<file path="src/rtl/torque_discrepancy_collision_check_top_assert.svh">
// Assertion macros for the torque discrepancy collision check.
// Used by the top level only; needs clk_i and rst_ni in scope.
`ifndef TORQUE_DISCREPANCY_COLLISION_CHECK_TOP_ASSERT_SVH
`define TORQUE_DISCREPANCY_COLLISION_CHECK_TOP_ASSERT_SVH

// same-cycle implication
`define TDCC_ASSERT_NOW(lbl, ante, cons) \
  lbl: assert property (@(posedge clk_i) disable iff (!rst_ni) (ante) |-> (cons)) \
    else $error("tdcc check failed");

// next-cycle implication
`define TDCC_ASSERT_NEXT(lbl, ante, cons) \
  lbl: assert property (@(posedge clk_i) disable iff (!rst_ni) (ante) |=> (cons)) \
    else $error("tdcc check failed");

`endif

</file>
<file path="src/rtl/tdcc_pkg.sv">
// Shared constants and types for the torque discrepancy collision check.
// No dependencies.
`default_nettype none

package tdcc_pkg;

  localparam int NJ          = 3;
  localparam int LANES_DEF   = 3;
  localparam int MAX_WIN_DEF = 16;
  localparam int TORQUE_DEF  = 16;

  localparam int THR_W     = 17;
  localparam int OFS_W     = 16;
  localparam int EXTRA_W   = 4;
  localparam int WIN_W     = EXTRA_W + 1;
  localparam int DISC_W    = 18;
  localparam int SUM_W     = 6;
  localparam int CFG_IDX_W = 3;
  localparam int CFG_DAT_W = THR_W;

  localparam logic signed [1:0] SGN_ZERO = 2'sb00;
  localparam logic signed [1:0] SGN_POS  = 2'sb01;
  localparam logic signed [1:0] SGN_NEG  = 2'sb11;

  localparam logic CMD_SAMPLE = 1'b0;
  localparam logic CMD_CLEAR  = 1'b1;

  typedef enum logic [CFG_IDX_W-1:0] {
    REG_THR0  = 3'd0,
    REG_THR1  = 3'd1,
    REG_THR2  = 3'd2,
    REG_OFS0  = 3'd3,
    REG_OFS1  = 3'd4,
    REG_OFS2  = 3'd5,
    REG_EXTRA = 3'd6
  } cfg_reg_e;

  typedef struct packed {
    logic load;
    logic adv;
    logic clr;
  } lane_ctl_t;

endpackage

`default_nettype wire

</file>
<file path="src/rtl/tdcc_lane.sv">
// One joint lane: discrepancy and sign stage, then sign ring and running sum.
// Depends on tdcc_pkg.
`default_nettype none

module tdcc_lane #(
  parameter int MAX_WINDOW  = tdcc_pkg::MAX_WIN_DEF,
  parameter int TORQUE_BITS = tdcc_pkg::TORQUE_DEF,
  parameter int POS_W       = (MAX_WINDOW > 1) ? $clog2(MAX_WINDOW) : 1
) (
  input  wire                                   clk_i,
  input  wire                                   rst_ni,
  input  tdcc_pkg::lane_ctl_t                   ctl_i,
  input  wire  signed [TORQUE_BITS-1:0]         target_i,
  input  wire  signed [TORQUE_BITS-1:0]         measured_i,
  input  wire  signed [tdcc_pkg::OFS_W-1:0]     offset_i,
  input  wire         [tdcc_pkg::THR_W-1:0]     threshold_i,
  input  wire         [POS_W-1:0]               pos_i,
  input  wire         [tdcc_pkg::WIN_W-1:0]     win_i,
  output logic        [tdcc_pkg::DISC_W-1:0]    disc_o,
  output logic                                  ok_o
);
  import tdcc_pkg::*;

  localparam int DW = ((TORQUE_BITS > OFS_W) ? TORQUE_BITS : OFS_W) + 2;

  logic signed [DW-1:0] tgt_x, meas_x, ofs_x, diff;
  logic        [DW-1:0] mag;
  logic                 fail;
  logic signed [1:0]    sgn_d;

  logic [DISC_W-1:0]    disc_q;
  logic signed [1:0]    sgn_q;

  logic signed [1:0]       hist_q [MAX_WINDOW];
  logic signed [SUM_W-1:0] sum_q, sum_d;
  logic        [SUM_W-1:0] sum_abs;
  logic signed [1:0]       cur;

  always_comb begin
    tgt_x  = DW'(target_i);
    meas_x = DW'(measured_i);
    ofs_x  = DW'(offset_i);
    diff   = tgt_x - (meas_x + ofs_x);
    mag    = diff[DW-1] ? DW'(-diff) : DW'(diff);
    fail   = !(mag < DW'(threshold_i));
    if (fail && diff > 0) begin
      sgn_d = SGN_POS;
    end else if (fail && diff < 0) begin
      sgn_d = SGN_NEG;
    end else begin
      sgn_d = SGN_ZERO;
    end
  end

  always_ff @(posedge clk_i) begin
    if (ctl_i.load) begin
      disc_q <= diff[DISC_W-1:0];
      sgn_q  <= sgn_d;
    end
  end

  always_comb begin
    cur     = hist_q[pos_i];
    sum_d   = sum_q + SUM_W'(sgn_q) - SUM_W'(cur);
    sum_abs = sum_d[SUM_W-1] ? SUM_W'(-sum_d) : SUM_W'(sum_d);
    ok_o    = sum_abs < SUM_W'(win_i);
    disc_o  = disc_q;
  end

  always_ff @(posedge clk_i or negedge rst_ni) begin
    if (!rst_ni) begin
      sum_q <= '0;
      for (int i = 0; i < MAX_WINDOW; i++) hist_q[i] <= SGN_ZERO;
    end else if (ctl_i.clr) begin
      sum_q <= '0;
      for (int i = 0; i < MAX_WINDOW; i++) hist_q[i] <= SGN_ZERO;
    end else if (ctl_i.adv) begin
      sum_q          <= sum_d;
      hist_q[pos_i]  <= sgn_q;
    end
  end

endmodule

`default_nettype wire

</file>
<file path="src/rtl/tdcc_merge.sv">
// Merge and output register: combines lane verdicts into mask and all-valid.
// Depends on tdcc_pkg.
`default_nettype none

module tdcc_merge #(
  parameter int LANES = tdcc_pkg::LANES_DEF
) (
  input  wire                               clk_i,
  input  wire                               rst_ni,
  input  wire                               load_i,
  input  wire                               out_ready_i,
  input  wire  [tdcc_pkg::DISC_W-1:0]       disc_i [tdcc_pkg::NJ],
  input  wire  [tdcc_pkg::NJ-1:0]           ok_i,
  output logic                              out_valid_o,
  output logic [tdcc_pkg::DISC_W-1:0]       disc_o [tdcc_pkg::NJ],
  output logic [tdcc_pkg::NJ-1:0]           mask_o,
  output logic                              all_o
);
  import tdcc_pkg::*;

  logic [NJ-1:0] lane_en;
  logic          valid_q, valid_d;

  always_comb begin
    for (int j = 0; j < NJ; j++) lane_en[j] = (j < LANES);
    if (load_i) begin
      valid_d = 1'b1;
    end else if (out_ready_i) begin
      valid_d = 1'b0;
    end else begin
      valid_d = valid_q;
    end
  end

  always_ff @(posedge clk_i or negedge rst_ni) begin
    if (!rst_ni) begin
      valid_q <= 1'b0;
    end else begin
      valid_q <= valid_d;
    end
  end

  always_ff @(posedge clk_i) begin
    if (load_i) begin
      disc_o <= disc_i;
      mask_o <= ok_i & lane_en;
      all_o  <= &(ok_i | ~lane_en);
    end
  end

  assign out_valid_o = valid_q;

endmodule

`default_nettype wire

</file>
<file path="src/rtl/torque_discrepancy_collision_check_top.sv">
// Channel  | handshake              | payload
// in       | in_valid_i/in_ready_o   | in_command_i, in_target_joint*_i, in_measured_joint*_i
// out      | out_valid_o/out_ready_i | out_discrepancy_joint*_o, out_valid_mask_o, out_all_valid_o
// cfg      | cfg_valid_i/cfg_ready_o | cfg_index_i, cfg_data_i
// One item per cycle while results are taken. A sample's result is registered in stages:
// stage one forms discrepancy and sign per lane, stage two updates the sign ring and running
// sum and loads the output register once the output is free. A clear item gives no result.
// While a result waits, stage one takes items until it holds a sample, then the input stalls
// until the output is taken. Reset clears history, sums, ring position, offsets, extra and valid
// flags and sets thresholds to all ones. Top level of the torque discrepancy collision check;
// uses tdcc_pkg, tdcc_lane, tdcc_merge and the assertion macro header.
`default_nettype none
`include "torque_discrepancy_collision_check_top_assert.svh"

module torque_discrepancy_collision_check_top #(
  parameter int LANES       = tdcc_pkg::LANES_DEF,
  parameter int MAX_WINDOW  = tdcc_pkg::MAX_WIN_DEF,
  parameter int TORQUE_BITS = tdcc_pkg::TORQUE_DEF
) (
  input  wire                                  clk_i,
  input  wire                                  rst_ni,
  input  wire                                  in_valid_i,
  output logic                                 in_ready_o,
  input  wire                                  in_command_i,
  input  wire  signed [TORQUE_BITS-1:0]        in_target_joint0_i,
  input  wire  signed [TORQUE_BITS-1:0]        in_target_joint1_i,
  input  wire  signed [TORQUE_BITS-1:0]        in_target_joint2_i,
  input  wire  signed [TORQUE_BITS-1:0]        in_measured_joint0_i,
  input  wire  signed [TORQUE_BITS-1:0]        in_measured_joint1_i,
  input  wire  signed [TORQUE_BITS-1:0]        in_measured_joint2_i,
  output logic                                 out_valid_o,
  input  wire                                  out_ready_i,
  output logic signed [tdcc_pkg::DISC_W-1:0]   out_discrepancy_joint0_o,
  output logic signed [tdcc_pkg::DISC_W-1:0]   out_discrepancy_joint1_o,
  output logic signed [tdcc_pkg::DISC_W-1:0]   out_discrepancy_joint2_o,
  output logic        [tdcc_pkg::NJ-1:0]       out_valid_mask_o,
  output logic                                 out_all_valid_o,
  input  wire                                  cfg_valid_i,
  output logic                                 cfg_ready_o,
  input  wire         [tdcc_pkg::CFG_IDX_W-1:0] cfg_index_i,
  input  wire         [tdcc_pkg::CFG_DAT_W-1:0] cfg_data_i
);
  import tdcc_pkg::*;

  localparam int POS_W = (MAX_WINDOW > 1) ? $clog2(MAX_WINDOW) : 1;

  logic [THR_W-1:0]        thr_q [NJ];
  logic signed [OFS_W-1:0] ofs_q [NJ];
  logic [EXTRA_W-1:0]      extra_q;
  logic [POS_W-1:0]        ring_q, pos_q;
  logic                    s1_valid_q, s1_clr_q;

  logic                    out_free, s1_adv, in_acc, cfg_acc, cfg_wr_extra;
  logic [WIN_W-1:0]        win_raw, win, ring_x, inc, pos_nx;
  lane_ctl_t               ctl;

  logic signed [TORQUE_BITS-1:0] tgt [NJ];
  logic signed [TORQUE_BITS-1:0] meas [NJ];
  logic [DISC_W-1:0]       lane_disc [NJ];
  logic [NJ-1:0]           lane_ok;
  logic [DISC_W-1:0]       out_disc [NJ];

  assign cfg_ready_o  = 1'b1;
  assign cfg_acc      = cfg_valid_i && cfg_ready_o;
  assign cfg_wr_extra = cfg_acc && (cfg_reg_e'(cfg_index_i) == REG_EXTRA);

  assign out_free   = !out_valid_o || out_ready_i;
  assign s1_adv     = s1_valid_q && (s1_clr_q || out_free);
  assign in_ready_o = !s1_valid_q || s1_adv;
  assign in_acc     = in_valid_i && in_ready_o;

  always_comb begin
    win_raw = WIN_W'(extra_q) + WIN_W'(1);
    win     = (int'(win_raw) > MAX_WINDOW) ? WIN_W'(MAX_WINDOW) : win_raw;
    ring_x  = WIN_W'(ring_q);
    inc     = ring_x + WIN_W'(1);
    pos_nx  = (inc == win) ? '0 : inc;
    ctl.load = in_acc && (in_command_i == CMD_SAMPLE);
    ctl.adv  = s1_adv && !s1_clr_q;
    ctl.clr  = (s1_adv && s1_clr_q) || cfg_wr_extra;
  end

  always_ff @(posedge clk_i or negedge rst_ni) begin
    if (!rst_ni) begin
      for (int j = 0; j < NJ; j++) begin
        thr_q[j] <= '1;
        ofs_q[j] <= '0;
      end
      extra_q <= '0;
    end else if (cfg_acc) begin
      case (cfg_reg_e'(cfg_index_i))
        REG_THR0:  thr_q[0] <= cfg_data_i[THR_W-1:0];
        REG_THR1:  thr_q[1] <= cfg_data_i[THR_W-1:0];
        REG_THR2:  thr_q[2] <= cfg_data_i[THR_W-1:0];
        REG_OFS0:  ofs_q[0] <= cfg_data_i[OFS_W-1:0];
        REG_OFS1:  ofs_q[1] <= cfg_data_i[OFS_W-1:0];
        REG_OFS2:  ofs_q[2] <= cfg_data_i[OFS_W-1:0];
        REG_EXTRA: extra_q  <= cfg_data_i[EXTRA_W-1:0];
        default: ;
      endcase
    end
  end

  always_ff @(posedge clk_i or negedge rst_ni) begin
    if (!rst_ni) begin
      ring_q     <= '0;
      s1_valid_q <= 1'b0;
      s1_clr_q   <= 1'b0;
    end else begin
      if (cfg_wr_extra || (in_acc && in_command_i == CMD_CLEAR)) begin
        ring_q <= '0;
      end else if (in_acc) begin
        ring_q <= POS_W'(pos_nx);
      end
      if (in_acc) begin
        s1_valid_q <= 1'b1;
        s1_clr_q   <= in_command_i;
      end else if (s1_adv) begin
        s1_valid_q <= 1'b0;
      end
    end
  end

  always_ff @(posedge clk_i) begin
    if (in_acc) begin
      pos_q <= POS_W'(pos_nx);
    end
  end

  assign tgt[0]  = in_target_joint0_i;
  assign tgt[1]  = in_target_joint1_i;
  assign tgt[2]  = in_target_joint2_i;
  assign meas[0] = in_measured_joint0_i;
  assign meas[1] = in_measured_joint1_i;
  assign meas[2] = in_measured_joint2_i;

  for (genvar j = 0; j < NJ; j++) begin : g_lane
    if (j < LANES) begin : g_on
      tdcc_lane #(
        .MAX_WINDOW (MAX_WINDOW),
        .TORQUE_BITS(TORQUE_BITS),
        .POS_W      (POS_W)
      ) u_lane (
        .clk_i      (clk_i),
        .rst_ni     (rst_ni),
        .ctl_i      (ctl),
        .target_i   (tgt[j]),
        .measured_i (meas[j]),
        .offset_i   (ofs_q[j]),
        .threshold_i(thr_q[j]),
        .pos_i      (pos_q),
        .win_i      (win),
        .disc_o     (lane_disc[j]),
        .ok_o       (lane_ok[j])
      );
    end else begin : g_off
      assign lane_disc[j] = '0;
      assign lane_ok[j]   = 1'b1;
    end
  end

  tdcc_merge #(
    .LANES(LANES)
  ) u_merge (
    .clk_i      (clk_i),
    .rst_ni     (rst_ni),
    .load_i     (ctl.adv),
    .out_ready_i(out_ready_i),
    .disc_i     (lane_disc),
    .ok_i       (lane_ok),
    .out_valid_o(out_valid_o),
    .disc_o     (out_disc),
    .mask_o     (out_valid_mask_o),
    .all_o      (out_all_valid_o)
  );

  assign out_discrepancy_joint0_o = out_disc[0];
  assign out_discrepancy_joint1_o = out_disc[1];
  assign out_discrepancy_joint2_o = out_disc[2];

  `TDCC_ASSERT_NOW(a_ring_in_window, 1'b1, WIN_W'(ring_q) < win)
  `TDCC_ASSERT_NEXT(a_clear_resets_ring, in_acc && in_command_i == CMD_CLEAR, ring_q == '0)
  `TDCC_ASSERT_NEXT(a_sample_reaches_out, ctl.adv, out_valid_o)

endmodule

`default_nettype wire

</file>
<file path="config.mk">
export PLATFORM = sky130hd
export DESIGN_NAME = torque_discrepancy_collision_check_top
export DESIGN_NICKNAME = d
export VERILOG_FILES = /design/src/rtl/tdcc_pkg.sv /design/src/rtl/tdcc_lane.sv /design/src/rtl/tdcc_merge.sv /design/src/rtl/torque_discrepancy_collision_check_top.sv
export VERILOG_INCLUDE_DIRS = /design/src /design/src/rtl
export SDC_FILE = /design/constraint.sdc
export NUM_CORES = 1
export LEC_CHECK = 0
export BUFFER_PORTS_ARGS = -buffer_cell sky130_fd_sc_hd__buf_2
export CAP_MARGIN = 30
export CORE_MARGIN = 3
export CORE_UTILIZATION = 60
export DETAILED_ROUTE_END_ITERATION = 16
export MAX_ROUTING_LAYER = met4
export PLACE_DENSITY = 0.83
export SLEW_MARGIN = 20
export SYNTH_ARGS = -nofsm -noshare
export SYNTH_HDL_FRONTEND = slang
export SYNTH_SLANG_ARGS = --single-unit
</file>
<file path="constraint.sdc">
create_clock -name clk_i -period 11.8 [get_ports clk_i]
set_input_delay 1.77 -clock clk_i [delete_from_list [all_inputs] [get_ports clk_i]]
set_output_delay 1.77 -clock clk_i [all_outputs]
set_load 0.005 [all_outputs]
</file>
==> impl_results.md, run 1 <==
- #FFs+latches synth: 346
- Sequential share of the synthesized area: 0.442
- Clock Path Buffers: 3
- Layout area overhead: 12.5%
- Startpoint Class: primary input
- Setup violations, final: 0
- Peak supply drop: 0.314 mV
- Fin crit share: 0.528
- Clk slew on worst S/H paths: 70 ps
- Synth area leaders: dfrtp_1 (20%), edfxtp_1 (17%), ha_1 (8.4%)
- Cell Area, Synth: 0.0211 mm2
- Final Hold Vio Count: 0
- Setup TNS: 0 ps
- Critical path class: in -> reg
- Die area: 0.0375 mm2
- RD Place Congestion: 0.941
- H-tree depth: 2
- Sequential Power Share: 0.247
- Synthesized area per cell: 10.2 um2
- Number of synthesized flops with an enable pin: 122
- Max Cap Violations: 0
- Min-Delay Path Class: reg -> reg
- Design area: 0.0238 mm2
- Fmax achieved: 161 MHz
- Top cells by count, synth: nand2_1 (271), inv_1 (240), o21ai_0 (230), dfrtp_1 (173), ha_1 (141)
- Yosys cell types: 86
- Core Box Area: 0.0346 mm2
- Drt wl/cell: 19.3 um
- Leak pwr: 10.6 nW
- Clk pwr share: 0.161
- Worst Setup End Kind: register
- Cell taking the most area after synthesis: dfrtp_1
- Largest net degree at the start of global routing: 83
- Synth warnings: 0
- DR iter-0 viols: 1305
- Clock buffer count from CTS: 37
- Critical-path top delay cell: o311ai_0
- Post-route minimum period: 6230 ps
- Clock Skews: 22.1 ps
- Vias post-DR: 16300
- I/O pin count: 183
- WP data required: 12050 ps
- Reg area: 0.00933 mm2
- Detailed-route DRC error count: 0
- ANT cells: 0
- P_sw: 0.00305 W
- Area post-placement: 0.0225 mm2
- Die Span Y: 194 um
- IO buf count: 181
- Initial Util: 0.610
- Delay of the slowest cell on the worst path: 720 ps
- First-pass GRT wire length: 85.4 mm
- CTS tree: built
- Synth Flop Type: dfrtp_1
- Hold buffers post-CTS: 0
- Die extent in x: 194 um
- Area of the multi-input gates: 0.0107 mm2
- Placed Cells: 2650
- Clock sinks: 346
- Slew headroom: 0.353
- Status: completed
- Power Density: 301 mW/mm2
- Total track usage: 0.288
- Worst Tran Pin Value: 970 ps
- GRT overflow: 0
- Detail Route Antenna Nets: 0
- Crit Path Max Fanout: 13
- Post-cts gate resize count: 0
- Clk_lat worst skew: 540 ps
- Logic pwr share: 0.593
- DP HPWL: 38.4 mm
- Mapped Cells: 2066
- # fillers: 2576
- Clock Root Buffer: clkbuf_16
- Net Count, Synth: 2392
- Final #Nets: 2565
- Site Rows: 68
- Post-route non-filler standard cell count: 2722
- DR pass1 iterations: 8
- Setup Fix Bufs, Post-CTS: 0
- Final count of pins violating max slew: 0
- Vias in the first global route: 16600
- Routed vias/inst: 5.97
- Unrepaired setup endpoints after global routing: no
- Post-synth top area share: 0.205
- Async SR Flop Fraction: 0.647
- Layout cells sized above 1: 0.180
- Switch share: 0.427
- Wirelength, routed: 52.6 mm
- FF-to-FF setup slack: 5620 ps
- Final hold slack: 408 ps
- Internal power: 0.00410 W
- Cell with the most instances after synthesis: nand2_1
- CP arrival: 6470 ps
- CP cell instances: buf_2, inv_1, fa_1, ha_1, a21oi_1, o21ai_0, o311ai_0, a21oi_1, o21ai_0, a31oi_2, a21oi_1, xor2_1, ha_1, a21o_1, a21o_1, a21oi_1, o211ai_1, nor2_1, o21ai_0, a41oi_1, a21oi_1
- Initial antenna violation count: 0
- CP dominant cell by count: a21oi_1
-- placed cells by master, fill, tap and decap left out, types with 74 or more instances in the layout --
| cell type | n |
|---|---|
| nand2_1 | 271 |
| inv_1 | 240 |
| edfxtp_1 | 122 |
| dfrtp_1 | 173 |
| o21ai_0 | 230 |
| xnor2_1 | 74 |
| buf_2 | 180 |
| nor2_1 | 95 |
| a21oi_1 | 79 |
| ha_1 | 141 |
-- registers in the layout, summed over array words and instances, names as in the netlist, 3 cells and up --
register / cells
thr_q: 51
g_lane.g_on.u_lane.disc_o: 54
u_merge.disc_o: 54
g_lane.g_on.u_lane.hist_q: 96
g_lane.g_on.u_lane.sgn_q: 6
g_lane.g_on.u_lane.sum_q: 18
pos_q: 4
ring_q: 4
ofs_q: 48
extra_q: 4
u_merge.mask_o: 3
-- worst max-delay path: cells and delay by family --
kind | cells | cell delay (ps)
compound gates | 14 | 3130
fa+ha+maj | 3 | 1100
xor+xnor | 1 | 190
buf+inv | 2 | 170
simple gates | 1 | 130
-- logic make-up (layout without fill, tap and decap cells) --
| kind of cell | Yosys count | in the layout | share of synthesized area |
|---|---|---|---|
| simple gates | 525 | 525 | 0.114 |
| compound gates | 504 | 504 | 0.145 |
| flops | 346 | 346 | 0.442 |
| buf+inv | 303 | 504 | 0.0551 |
| fa+ha+maj | 204 | 204 | 0.143 |
| xor+xnor | 110 | 110 | 0.0460 |
| mux | 73 | 73 | 0.0549 |
| other cells | 1 | 1 | 0.000178 |
-- power by group through the flow --
stage / combinational, W / sequential [W] / clock [W]
2_1_floorplan: 0.00320 / 0.00174 / 0
4_1_cts: 0.00421 / 0.00176 / 0.00116
3_5_place_dp: 0.00415 / 0.00178 / 0
5_1_grt: 0.00480 / 0.00179 / 0.00121
6_report: 0.00424 / 0.00176 / 0.00115
3_3_place_gp: 0.00392 / 0.00177 / 0
-- layout make-up --
cell class,instances,share of cell area
Clock inverter,18,0.00685
Timing Repair Buffer,197,0.0462
Inverter,240,0.0379
Sequential cell,346,0.393
Clock buffer,49,0.0435
Multi-Input combinational cell,1417,0.449
Tap cell,455,0.0240
-- per-stage QoR --
stage / power, W / utilization / setup WS [ps]
after floorplan: 0.00494 / - / 5790
after global placement: 0.00568 / 0.648 / 5000
after detailed placement: 0.00594 / 0.648 / 4810
after CTS: 0.00713 / 0.683 / 5330
after global routing: 0.00780 / 0.686 / 4970
final: 0.00715 / 0.686 / 5570
-- path summary, 6_finish.rpt --
kind / start / to / cells after the start
worst min-delay path: g_lane[2].g_on.u_lane.disc_o[2] / u_merge.disc_o[2] / 0
max in group asynchronous: rst_ni / thr_q[18] / 3
worst max register to register: pos_q[0] / u_merge.all_o / 21
worst max-delay path: in_measured_joint0_i[6] / g_lane[0].g_on.u_lane.sgn_q[0] / 21
min in group asynchronous: rst_ni / g_lane[0].g_on.u_lane.sum_q[0] / 1
worst min register to register: g_lane[2].g_on.u_lane.disc_o[2] / u_merge.disc_o[2] / 0
-- routing by layer --
| metal | vias to the layer above | share of wire | global-route usage |
|---|---|---|---|
| met5 | - | 0 | - |
| met4 | 0 | 0.031 | 0.0991 |
| met3 | 127 | 0.076 | 0.0396 |
| met2 | 650 | 0.49 | 0.471 |
| met1 | 7946 | 0.40 | 0.374 |
| li1 | 7534 | - | - |
(Power assumes the default switching activity.)
==> run 2: changes to the inputs <==
==> constraint.sdc (replaced) <==
create_clock -name clk_i -period 6.4 [get_ports clk_i]
set_input_delay 0.96 -clock clk_i [delete_from_list [all_inputs] [get_ports clk_i]]
set_output_delay 0.96 -clock clk_i [all_outputs]
set_load 0.005 [all_outputs]
==> impl_results.md, run 2 (synthesis gave the netlist of run 1 again) <==
- Largest register FFs: 96 (unchanged)
- Clk_lat worst skew: 550 ps (was 540 ps)
- Largest regs: g_lane.g_on.u_lane.hist_q (96), g_lane.g_on.u_lane.disc_o (54), u_merge.disc_o (54) (unchanged)
- Hold wc startpoint: g_lane[2].g_on.u_lane.disc_o[1] (was g_lane[2].g_on.u_lane.disc_o[2])
- Most frequent cells in the layout: nand2_1 (271), inv_1 (240), o21ai_0 (230) (unchanged)
- Leak pwr: 10.6 nW (about the same)
- # fillers: 2528 (was 2576)
- DR iter-0 viols: 1219 (was 1305)
- Post-route minimum period: 5840 ps
- Most common cell after layout, fill and taps aside: nand2_1 (unchanged)
- Die Span Y: 194 um (unchanged)
- Placed Cells: 2653 (was 2650)
- Worst Tran Pin Value: 938 ps (was 970 ps)
- Post-route non-filler standard cell count: 2725 (was 2722)
- Power Density: 559 mW/mm2 (was 301 mW/mm2)
- Wirelength, routed: 53.2 mm (was 52.6 mm)
- IO buf count: 181 (unchanged)
- Slew headroom: 0.373 (was 0.353)
- FF-to-FF Start: pos_q[0] (unchanged)
- Critical path class: reg -> reg (was in -> reg)
- H-tree depth: 2 (unchanged)
- CP startpoint: pos_q[0] (was in_measured_joint0_i[6])
- Worst hold endpoint: u_merge.disc_o[1] (was u_merge.disc_o[2])
- Final count of pins violating max slew: 0 (unchanged)
- Clock Skews: 27.3 ps (was 22.1 ps)
- Critical-path top delay cell: mux4_2 (was o311ai_0)
- Final Power: 0.0133 W (was 0.00715 W)
- RD Place Congestion: 0.940 (was 0.941)
- Die extent in x: 194 um (unchanged)
- Drt wl/cell: 19.5 um (was 19.3 um)
- FF-to-FF setup slack: 560 ps (was 5620 ps)
- Min-Delay Path Class: reg -> reg (unchanged)
- GRT overflow: 0 (unchanged)
- Hold buffers post-CTS: 0 (unchanged)
- Status: completed (unchanged)
- Detailed-route DRC error count: 0 (unchanged)
- I/O pin count: 183 (unchanged)
- Die area: 0.0375 mm2 (unchanged)
- Core Box Area: 0.0346 mm2 (unchanged)
- Fin crit share: 0.912
- Worst Setup End Kind: register (unchanged)
- CP dominant cell by count: o21a_1 (was a21oi_1)
- Top reg by flops: g_lane.g_on.u_lane.hist_q (unchanged)
- CP arrival: 6240 ps (was 6470 ps)
- Crit Path Max Fanout: 34 (was 13)
- Delay of the slowest cell on the worst path: 610 ps (was 720 ps)
- Site Rows: 68 (unchanged)
- Initial Util: 0.610 (unchanged)
- Clock buffer count from CTS: 38 (was 37)
- DR pass1 iterations: 6 (was 8)
- Layout cells sized above 1: 0.181 (was 0.180)
- Clk slew on worst S/H paths: 60 ps (was 70 ps)
- Routed vias/inst: 5.97 (about the same)
- Largest net degree at the start of global routing: 93 (was 83)
- Design area: 0.0238 mm2 (about the same)
- Fmax achieved: 171 MHz
- DP HPWL: 38.8 mm (was 38.4 mm)
- Util after Layout: 0.687 (was 0.686)
- Unrepaired setup endpoints after global routing: no (unchanged)
- Layout area overhead: 12.7% (was 12.5%)
- Final #Nets: 2566 (was 2565)
- Initial antenna violation count: 0 (unchanged)
- Detail Route Antenna Nets: 0 (unchanged)
- ANT cells: 0 (unchanged)
- Clock Path Buffers: 3 (unchanged)
- Vias post-DR: 16300 (about the same)
- Reg-to-Reg End: u_merge.all_o (unchanged)
- Setup TNS: 0 ps (unchanged)
- CP cell instances: buf_12, mux4_2, mux4_2, fa_1, inv_1, ha_1, a21o_1, a21oi_1, o21bai_1, a21oi_1, xnor2_1, xnor2_1, mux2_2, ha_1, a21boi_0, o21a_1, o21a_1, o21a_1, nor2_1, o41a_1, and3_1 (was buf_2, inv_1, fa_1, ha_1, a21oi_1, o21ai_0, o311ai_0, a21oi_1, o21ai_0, a31oi_2, a21oi_1, xor2_1, ha_1, a21o_1, a21o_1, a21oi_1, o211ai_1, nor2_1, o21ai_0, a41oi_1, a21oi_1)
- Post-cts gate resize count: 0 (unchanged)
- Total track usage: 0.290 (was 0.288)
- Setup violations, final: 0 (unchanged)
- Vias in the first global route: 16700 (was 16600)
- Clock sinks: 346 (unchanged)
- Peak supply drop: 0.585 mV (was 0.314 mV)
- Startpoint Class: register (was primary input)
- Clock Root Buffer: clkbuf_16 (unchanged)
- Final Hold Vio Count: 0 (unchanged)
- WP data required: 6800 ps (was 12050 ps)
- CTS tree: built (unchanged)
- Hold depth: 0 (unchanged)
- Max Cap Violations: 0 (unchanged)
- First-pass GRT wire length: 86.0 mm (was 85.4 mm)
- Setup Fix Bufs, Post-CTS: 0 (unchanged)
- Area post-placement: 0.0225 mm2 (about the same)
- Reg2Reg Depth: 21 (unchanged)
-- run 2: worst max-delay path by stage --
stage,end,slack (ps),cells after the start
after floorplan,u_merge.all_o,780,23
after global placement,g_lane[0].g_on.u_lane.sgn_q[0],410,21
after detailed placement,g_lane[0].g_on.u_lane.sgn_q[0],190,21
after CTS,u_merge.all_o,580,21
after global routing,u_merge.all_o,300,20
final,u_merge.all_o,560,21
-- run 2: critical path, delay by kind of cell, from the launching register on --
kind                     cells  cell delay (ps)
XOR/XNOR                     2              500
buffers and inverters        2              320
multiplexers                 3             1600
flip-flops                   1              380
adder cells (fa/ha/maj)      3             1070
AND/OR/NAND/NOR              2              300
AO/OA/AOI/OAI                9             1530
-- run 2: cell type report --
type | count | area [um2] | share of cell area
Tap cell | 455 | 569 | 0.0239
Multi-Input combinational cell | 1417 | 10700 | 0.448
Timing Repair Buffer | 197 | 1090 | 0.0457
Clock buffer | 56 | 1080 | 0.0455
Inverter | 240 | 901 | 0.0378
Sequential cell | 346 | 9330 | 0.392
Clock inverter | 14 | 178 | 0.00746
-- run 2: through the flow --
step	hold WS [ps]	setup slack, ps
floorplan	400	781
global route	425	298
global placement	401	409
detailed placement	405	185
CTS	411	579
finish	415	563
-- run 2: power by group --
group	leakage (nW)	switching, W	internal, W	total [W]
Clock	0.609	0.000893	0.00131	0.00220
Combinational	6.05	0.00455	0.00332	0.00787
Sequential	3.94	0.000223	0.00303	0.00325
Total	10.6	0.00566	0.00765	0.0133
-- run 2: layer usage --
| metal | vias to the layer above | wire, um | GRT usage |
|---|---|---|---|
| met3 | 153 | 4290 | 0.0471 |
| met1 | 7885 | 21400 | 0.371 |
| met2 | 695 | 25400 | 0.470 |
| met4 | 0 | 2210 | 0.112 |
| li1 | 7538 | - | - |
| met5 | - | 0 | - |
==> run 3: changes to the inputs <==
--- a/config.mk
+++ b/config.mk
@@ -9,10 +9,10 @@
 export BUFFER_PORTS_ARGS = -buffer_cell sky130_fd_sc_hd__buf_2
 export CAP_MARGIN = 30
 export CORE_MARGIN = 3
-export CORE_UTILIZATION = 60
+export CORE_UTILIZATION = 40
 export DETAILED_ROUTE_END_ITERATION = 16
 export MAX_ROUTING_LAYER = met4
-export PLACE_DENSITY = 0.83
+export PLACE_DENSITY = 0.6
 export SLEW_MARGIN = 20
 export SYNTH_ARGS = -nofsm -noshare
 export SYNTH_HDL_FRONTEND = slang
==> impl_results.md, run 3 (synthesis gave the netlist of run 1 again) <==
- Status: completed (unchanged)
- Most frequent cells in the layout: nand2_1 (271), inv_1 (240), o21ai_0 (230) (unchanged)
- Slew headroom: 0.316 (was 0.373)
- Max Cap Violations: 0 (unchanged)
- Peak supply drop: 0.346 mV (was 0.585 mV)
- Reg area: 0.00933 mm2 (unchanged)
- Crit path max-delay family: multiplexers (unchanged)
- Leak pwr: 10.7 nW (was 10.6 nW)
- Final Hold Vio Count: 0 (unchanged)
- Wirelength, routed: 55.1 mm (was 53.2 mm)
- Final #Nets: 2575 (was 2566)
- Clk slew on worst S/H paths: 60 ps (about the same)
- H-tree depth: 2 (unchanged)
- Layout cells sized above 1: 0.185 (was 0.181)
- Critical path class: reg -> reg (unchanged)
- Worst Tran Pin Value: 1030 ps (was 938 ps)
- Initial antenna violation count: 2 (was 0)
- GRT overflow: 0 (unchanged)
- Clock sinks: 346 (unchanged)
- CP cell instances: buf_12, mux4_2, mux4_2, fa_1, inv_1, ha_1, a21o_1, a21oi_1, o21bai_1, a21oi_1, xnor2_1, xnor2_1, mux2_2, ha_1, a21boi_0, o21a_1, o21a_1, o21a_1, nor2_1, o41a_1, and3_1 (unchanged)
- CP bufs+invs: 2 (unchanged)
- First-pass GRT wire length: 88.7 mm (was 86.0 mm)
- Reg2Reg Depth: 21 (unchanged)
- DR pass1 iterations: 5 (was 6)
- Initial Util: 0.408 (was 0.610)
- CP startpoint: pos_q[0] (unchanged)
- WP data required: 6820 ps (was 6800 ps)
- Largest regs: g_lane.g_on.u_lane.hist_q (96), g_lane.g_on.u_lane.disc_o (54), u_merge.disc_o (54) (unchanged)
- Final count of pins violating max slew: 0 (unchanged)
- Delay of the slowest cell on the worst path: 620 ps (was 610 ps)
- CP arrival: 6090 ps (was 6240 ps)
- Crit Path Max Fanout: 34 (unchanged)
- Clock buffer count from CTS: 40 (was 38)
- DR iter-0 viols: 1025 (was 1219)
- CTS tree: built (unchanged)
- Fin crit share: 0.885 (was 0.912)
- Min-Delay Path Class: in -> async (was reg -> reg)
- Critical-path top delay cell: mux4_2 (unchanged)
- DP HPWL: 41.0 mm (was 38.8 mm)
- Unrepaired setup endpoints after global routing: no (unchanged)
- Met3 Use GR: 0.0357 (was 0.0471)
- Clock Skews: 29.5 ps (was 27.3 ps)
- Util after Layout: 0.470 (was 0.687)
- Worst setup margin: 733 ps (was 563 ps)
- Placed Cells: 2884 (was 2653)
- # fillers: 4818 (was 2528)
- Clock Root Buffer: clkbuf_16 (unchanged)
- Area of the multi-input gates: 0.0107 mm2 (about the same)
- Setup TNS: 0 ps (unchanged)
- Vias post-DR: 15700 (was 16300)
- Pre-CTS WS: 324 ps (was 185 ps)
- Most common cell after layout, fill and taps aside: nand2_1 (unchanged)
- End point of the critical path: u_merge.all_o (unchanged)
- Setup violations, final: 0 (unchanged)
- Site Rows: 83 (was 68)
- FF-to-FF setup slack: 730 ps (was 560 ps)
- IO buf count: 181 (unchanged)
- Largest register FFs: 96 (unchanged)
- Power Density: 559 mW/mm2 (about the same)
- Startpoint Class: register (unchanged)
- Vias in the first global route: 16000 (was 16700)
- Clk_lat worst skew: 570 ps (was 550 ps)
- Post-route non-filler standard cell count: 2961 (was 2725)
- Die extent in x: 236 um (was 194 um)
- Clock Path Buffers: 3 (unchanged)
- Final hold slack: 391 ps (was 415 ps)
- Gr busiest metal: met2 (unchanged)
- CP dominant cell by count: o21a_1 (unchanged)
- CP Depth: 21 (unchanged)
- Drt wl/cell: 18.6 um (was 19.5 um)
- Detail Route Antenna Nets: 0 (unchanged)
- Fmax achieved: 176 MHz (was 171 MHz)
- Top reg by flops: g_lane.g_on.u_lane.hist_q (unchanged)
- FF-to-FF Start: pos_q[0] (unchanged)
- I/O pin count: 183 (unchanged)
- Setup Fix Bufs, Post-CTS: 0 (unchanged)
- Worst Setup End Kind: register (unchanged)
- Total track usage: 0.205 (was 0.290)
- Post-route minimum period: 5670 ps (was 5840 ps)
- Die area: 0.0556 mm2 (was 0.0375 mm2)
- Post-cts gate resize count: 0 (unchanged)
- Hold buffers post-CTS: 0 (unchanged)
- Met1 usage: 0.269 (was 0.371)
- Routed vias/inst: 5.29 (was 5.97)
- Largest net degree at the start of global routing: 157 (was 93)
- Detailed-route DRC error count: 0 (unchanged)
- Core Box Area: 0.0518 mm2 (was 0.0346 mm2)
- Layout area overhead: 15.2% (was 12.7%)
- RD Place Congestion: 0.873 (was 0.940)
- Die Span Y: 236 um (was 194 um)
- Reg-to-Reg End: u_merge.all_o (unchanged)
- Routing usage on met2: 0.323 (was 0.470)
[run 3: worst min-delay path by stage]
| stage | end | slack [ps] | cells past startpoint |
|---|---|---|---|
| global route | ofs_q[44] | 410 | 1 |
| CTS | ofs_q[44] | 380 | 1 |
| finish | ofs_q[44] | 390 | 1 |
| detailed placement | u_merge.disc_o[11] | 400 | 0 |
| global placement | u_merge.disc_o[36] | 400 | 0 |
| floorplan | u_merge.disc_o[0] | 400 | 0 |
[run 3: layer usage]
metal / share of wire / vias up
li1: - / 7552
met2: 0.46 / 381
met1: 0.45 / 7649
met4: 0.034 / 0
met5: 0 / -
met3: 0.054 / 91
[run 3: final cells by class]
| cell class | count | share of cell area |
|---|---|---|
| sequential | 346 | 0.383 |
| inverter | 240 | 0.0370 |
| multi-input combinational | 1417 | 0.438 |
| antenna | 1 | 0.000103 |
| timing repair buffer | 204 | 0.0473 |
| clock buffer | 49 | 0.0442 |
| clock inverter | 24 | 0.0153 |
| tap | 680 | 0.0350 |
[run 3: power breakdown]
group          total [W]  leakage (nW)  internal (W)  switching (W)
sequential       0.00324          3.94       0.00302       0.000212
combinational    0.00785          6.08       0.00338        0.00448
clock            0.00252         0.700       0.00157       0.000953
total             0.0136          10.7       0.00797        0.00564
[run 3: through the flow]
step | cell area, um2 | power, W
after global routing | 24300 | 0.0149
after detailed placement | 22800 | 0.0111
after CTS | 24300 | 0.0137
after floorplan | 21100 | 0.00911
after global placement | 22800 | 0.0108
final | 24300 | 0.0136
